## src/rtl/core/lrbc_pkg.sv

```systemverilog
// Shared types, constants and helpers of the layered RGB blend compositor.
package lrbc_pkg;

    // Channel, pixel and fixed-point widths.
    localparam int CHAN_W           = 8;
    localparam int RGB_W            = 3 * CHAN_W;
    localparam int FRAC_W           = 8;
    localparam int ACC_W            = CHAN_W + FRAC_W;
    localparam int Q8_W             = 9;
    localparam int NUM_LAYER_INPUTS = 4;
    localparam int CFG_IDX_W        = 3;

    // One in Q8.
    localparam logic [Q8_W-1:0] Q8_ONE = 9'd256;

    // Configuration register indexes.
    typedef enum logic [CFG_IDX_W-1:0] {
        CFG_DECAY   = 3'd0,
        CFG_ENABLE  = 3'd1,
        CFG_FACTOR0 = 3'd2,
        CFG_FACTOR1 = 3'd3,
        CFG_FACTOR2 = 3'd4,
        CFG_FACTOR3 = 3'd5
    } t_cfg_idx;

    // Per-channel accumulator, Q8.8 unsigned.
    typedef logic [ACC_W-1:0] t_acc;

    // Payload that travels down the pipeline: red, green, blue accumulators
    // and the layer pixels still to be blended.
    typedef struct packed {
        t_acc [2:0]                           acc;
        logic [NUM_LAYER_INPUTS-1:0][RGB_W-1:0] lay;
    } t_beat;

    // Clamp a Q8 weight to full weight.
    function automatic logic [Q8_W-1:0] sat_q8(input logic [Q8_W-1:0] v);
        return (v > Q8_ONE) ? Q8_ONE : v;
    endfunction

endpackage

```

## src/rtl/core/lrbc_layer_stage.sv

```systemverilog
// One pipeline stage that blends one layer over the running accumulators.
module lrbc_layer_stage (
    input  logic                          i_clk,
    input  logic                          i_rst_n,
    input  logic                          i_valid,
    output logic                          o_ready,
    input  lrbc_pkg::t_beat               i_beat,
    input  logic [lrbc_pkg::RGB_W-1:0]    i_layer_rgb,
    input  logic                          i_enable,
    input  logic [lrbc_pkg::Q8_W-1:0]     i_factor,
    output logic                          o_valid,
    input  logic                          i_ready,
    output lrbc_pkg::t_beat               o_beat
);

    logic                           r_valid;
    lrbc_pkg::t_beat                r_beat;
    lrbc_pkg::t_beat                n_beat;
    logic [lrbc_pkg::Q8_W-1:0]      w_keep;
    logic [2:0][24:0]               w_p_keep;
    logic [2:0][24:0]               w_p_new;
    logic [2:0][25:0]               w_sum;

    // The stage takes a beat when it is empty or its beat moves on.
    assign o_ready = !r_valid || i_ready;
    assign o_valid = r_valid;
    assign o_beat  = r_beat;

    // Blend: acc*(1-f) + layer*f, truncated back to Q8.8.
    assign w_keep = lrbc_pkg::Q8_ONE - i_factor;

    always_comb begin
        n_beat = i_beat;
        for (int ch = 0; ch < 3; ch++) begin
            w_p_keep[ch] = {9'd0, i_beat.acc[ch]} * {16'd0, w_keep};
            w_p_new[ch]  = {9'd0, i_layer_rgb[(2-ch)*lrbc_pkg::CHAN_W +: lrbc_pkg::CHAN_W],
                            8'd0} * {16'd0, i_factor};
            w_sum[ch]    = {1'b0, w_p_keep[ch]} + {1'b0, w_p_new[ch]};
            if (i_enable) begin
                n_beat.acc[ch] = w_sum[ch][23:8];
            end
        end
    end

    // Valid bit.
    always_ff @(posedge i_clk) begin
        if (!i_rst_n) begin
            r_valid <= 1'b0;
        end else if (o_ready) begin
            r_valid <= i_valid;
        end
    end

    // Payload.
    always_ff @(posedge i_clk) begin
        if (o_ready && i_valid) begin
            r_beat <= n_beat;
        end
    end

endmodule

```

## config.mk

```make
export PLATFORM = sky130hd
export DESIGN_NAME = lrbc_layer_stage
export DESIGN_NICKNAME = d
export VERILOG_FILES = /design/src/rtl/core/lrbc_pkg.sv /design/src/rtl/core/lrbc_layer_stage.sv
export SDC_FILE = /design/constraint.sdc
export NUM_CORES = 2
export LEC_CHECK = 0
export ABC_AREA = 1
export BUFFER_PORTS_ARGS = -buffer_cell sky130_fd_sc_hd__buf_2
export CAP_MARGIN = 20
export CORE_ASPECT_RATIO = 1.5
export CORE_MARGIN = 5
export CORE_UTILIZATION = 45
export DETAILED_ROUTE_END_ITERATION = 10
export PLACE_DENSITY = 0.69
export SKIP_LAST_GASP = 1
export SLEW_MARGIN = 20
export SYNTH_ARGS = -nofsm -noshare
export SYNTH_HDL_FRONTEND = slang
export SYNTH_SLANG_ARGS = --single-unit
```

## constraint.sdc

```tcl
create_clock -name i_clk -period 22.5 [get_ports i_clk]
set_input_delay 1.125 -clock i_clk [delete_from_list [all_inputs] [get_ports i_clk]]
set_output_delay 1.125 -clock i_clk [all_outputs]
set_load 0.01 [all_outputs]
```

* After elaboration in Yosys (flattened, before gate mapping)
Index checks and enable logic that the tools add are counted.
Cells by class: mux-type cells 3, reduce and logical (&&, ||, !) cells 3, multipliers 6, $add $sub $neg 4
Operator list (count):
- $add 24x24->24 | 3
- $mul 16x9->24 | 3
- $mul 8x9->16 | 3
- $mux 16 | 3
- $sub 9x9->9 const A | 1
- $logic_and 1x1->1 | 1
- $logic_not 1->1 | 1
- $logic_or 1x1->1 | 1
Storage, ports and cells: logic and storage cells 24, output and inout port bits 146, input port bits 182, register bits 145

* Depth between registers and ports, before layout
depth in word-level cells 4, mapped depth 35, mapped depth without buffers 33

* Worst setup path before layout
No wires, ideal clock.
path type input -> register, start point input port i_valid, end point register r_beat, in the netlist o_beat[0], enable pin, arrival time 8.090 ns, path buffers 0, path slack 13.715 ns, stages on the path 2, cell sequence inv_1 a21oi_1
On the way: longest elaborated chain between the ends 1
RTL lines:
- start, declared | line lrbc_layer_stage.sv:5 | input logic i_valid,
- $logic_and 1x1->1 | line lrbc_layer_stage.sv:56 | if (o_ready && i_valid) begin
- end signal, assigned | line lrbc_layer_stage.sv:57 | r_beat <= n_beat;
- end, declared | line lrbc_layer_stage.sv:17 | lrbc_pkg::t_beat r_beat;
Every way passes these cells. A chain may end at the register's enable or synchronous reset.

==> results.tsv <==
metric	value	unit
antenna_left	0	
grt_pass1_wl	115000	µm
synthArstFlopShare	0	%
drive_gt1_share	12.3	%
pre_cts_ws	14.27	ns
ys_warn_count	0	
drtIter0Drc	1314	
synth_flop_cell	edfxtp_1	
syn-cell-area	0.0264	mm²
synth_nets	4056	
core_area	0.0580	mm²
synth_edf_count	144	
antenna_found_initial	8	
clockRootBuffer	clkbuf_16	
drc	0	
synth_common_cells	801 x inv_1, 714 x nand2_1, 459 x fa_1	
cts_setup_buffers	0	
placed_cell_area	0.0286	mm²
fin_nets	4307	
ios	328	
slew_headroom	30.0	%
rows	108	
final_max_slew_viol_count	0	
endpoint_kind	flop	
yosysTopAreaCell	fa_1	
rsz0062_at_grt	false	
path_class	in -> reg	
postRouteWirelength	70900	µm
grt-ovfl-total	0	
gp_congestion	0.935	
finalSetupViolCount	0	
layout_min_cycle_time	7.77	ns
synth_most_common_cell	inv_1	
port_buffers	327	
die_x	208	µm
routedWlPerCell	16.8	µm
fin_ws	14.73	ns
fin_worst_hold_slack	0.554	ns
path_max_fanout	47	
start_kind	input pin	
postCtsHoldBufs	0	
vias	21100	
hp-class	reg -> reg	
fin_skew	0.0178	ns
synth_seq_cells	145	
grtUsageTotal	22.5	%
ctsResizeCount	0	
clock.fmax	129	MHz
yosysTopAreaCellShare	34.9	%
min_period_over_period	34.6	%
finalInstanceArea	0.0291	mm²
synth_seq_area_share	16.5	%
avgSynthCellArea	8.27	µm²
hold_viol	0	
synth.distinct_cells	47	
tightest_slew	1.05	ns
area_growth	10.6	%
worstSkewPairLatency	0.45	ns
yosys-top-cells-area	fa_1 35%, edfxtp_1 16%, inv_1 11%	
cap_violations	0	
htreeDepth	4	
worstPathRequired	22.71	ns
netlist_instances	3186	
ctsLongestPathBuffers	2	
initial_core_util	45.5	%
cts_made_buffers	17	
clkTransAtPathRegs	0.08	ns
via_per_inst	4.98	
clock_sinks	145	
die_area	0.0636	mm²
setup_tns	0	ns
die_y	306	µm
cts_tree	built	
arrival	7.99	ns
firstDrtPassIters	5	
status	completed	
grt_max_degree	76	
dp_hpwl	58000	µm
grt_pass1_vias	22200	
[critical path, cell delays in order]
cell	delay, ns
buf_2	0.47
buf_4	0.62
inv_2	0.17
ha_2	0.28
nand2_1	0.07
nand2_1	0.10
inv_2	0.73
nand2_1	0.15
fa_1	0.53
inv_1	0.05
fa_1	0.48
fa_1	0.50
fa_1	0.50
inv_1	0.05
fa_1	0.47
inv_1	0.04
ha_1	0.33
a21oi_1	0.21
o21ai_0	0.18
a21oi_1	0.15
o21ai_0	0.09
nor2_1	0.32
nand3_1	0.13
nand3_1	0.10
nand2_1	0.06
[layer usage]
metal | GRT usage [%] | part of all wire (%) | routed length [µm]
met1 | 26.1 | 38 | 27100
met2 | 41.7 | 52 | 37000
met3 | 3.43 | 5.7 | 4020
met4 | 8.85 | 4.0 | 2820
met5 | 0 | 0.063 | 45
[metrics by stage]
stage,instances,utilization [%]
floorplan,3186,-
global placement,4188,49.3
detailed placement,4188,49.3
CTS,4220,50.3
global route,4222,50.3
finish,4225,50.3
[area by class of cell]
cell class	count	area, µm²
fill	5616	28800
multi-input combinational	2123	18500
sequential	145	4340
inverter	815	3060
timing repair buffer	335	1700
tap	770	963
clock buffer	17	425
clock inverter	15	144
antenna	5	12.5
[cell usage in the layout (no fill, tap or decap), types with 33 or more instances in the layout]
cell type,n
fa_1,459
nand2_1,714
edfxtp_1,144
buf_2,327
nor2_1,294
ha_1,228
o21ai_0,50
nand3_1,88
a21oi_1,85
inv_1,801
xor2_1,33
[flip-flops by register name (all words and copies together), names as in the netlist]
signal and count:
o_beat 144, o_valid 1
[cells by family (layout without fill, tap and decap cells)]
family / after synthesis / after routing / share of synthesized area, %
XOR/XNOR: 61 / 61 / 2.03
adder cells (fa/ha/maj): 688 / 688 / 45.7
AND/OR/NAND/NOR: 1178 / 1178 / 18.2
buffers and inverters: 918 / 1182 / 13.4
other: 0 / 5 / 0
flip-flops: 145 / 145 / 16.5
AO/OA/AOI/OAI: 196 / 196 / 4.14
[path summary, 6_finish.rpt]
kind / from / end / slack [ns] / depth (start not counted)
max: i_factor[0] / o_beat[127] / 14.73 / 25
max reg2reg: o_valid / o_beat[129] / 19.94 / 3
min reg2reg: o_valid / o_valid / 0.55 / 2
min: o_valid / o_valid / 0.55 / 2
Power is left out: the tool's default activity adds up to more than one toggle a clock period on the data nets, which glitch-free logic cannot reach.
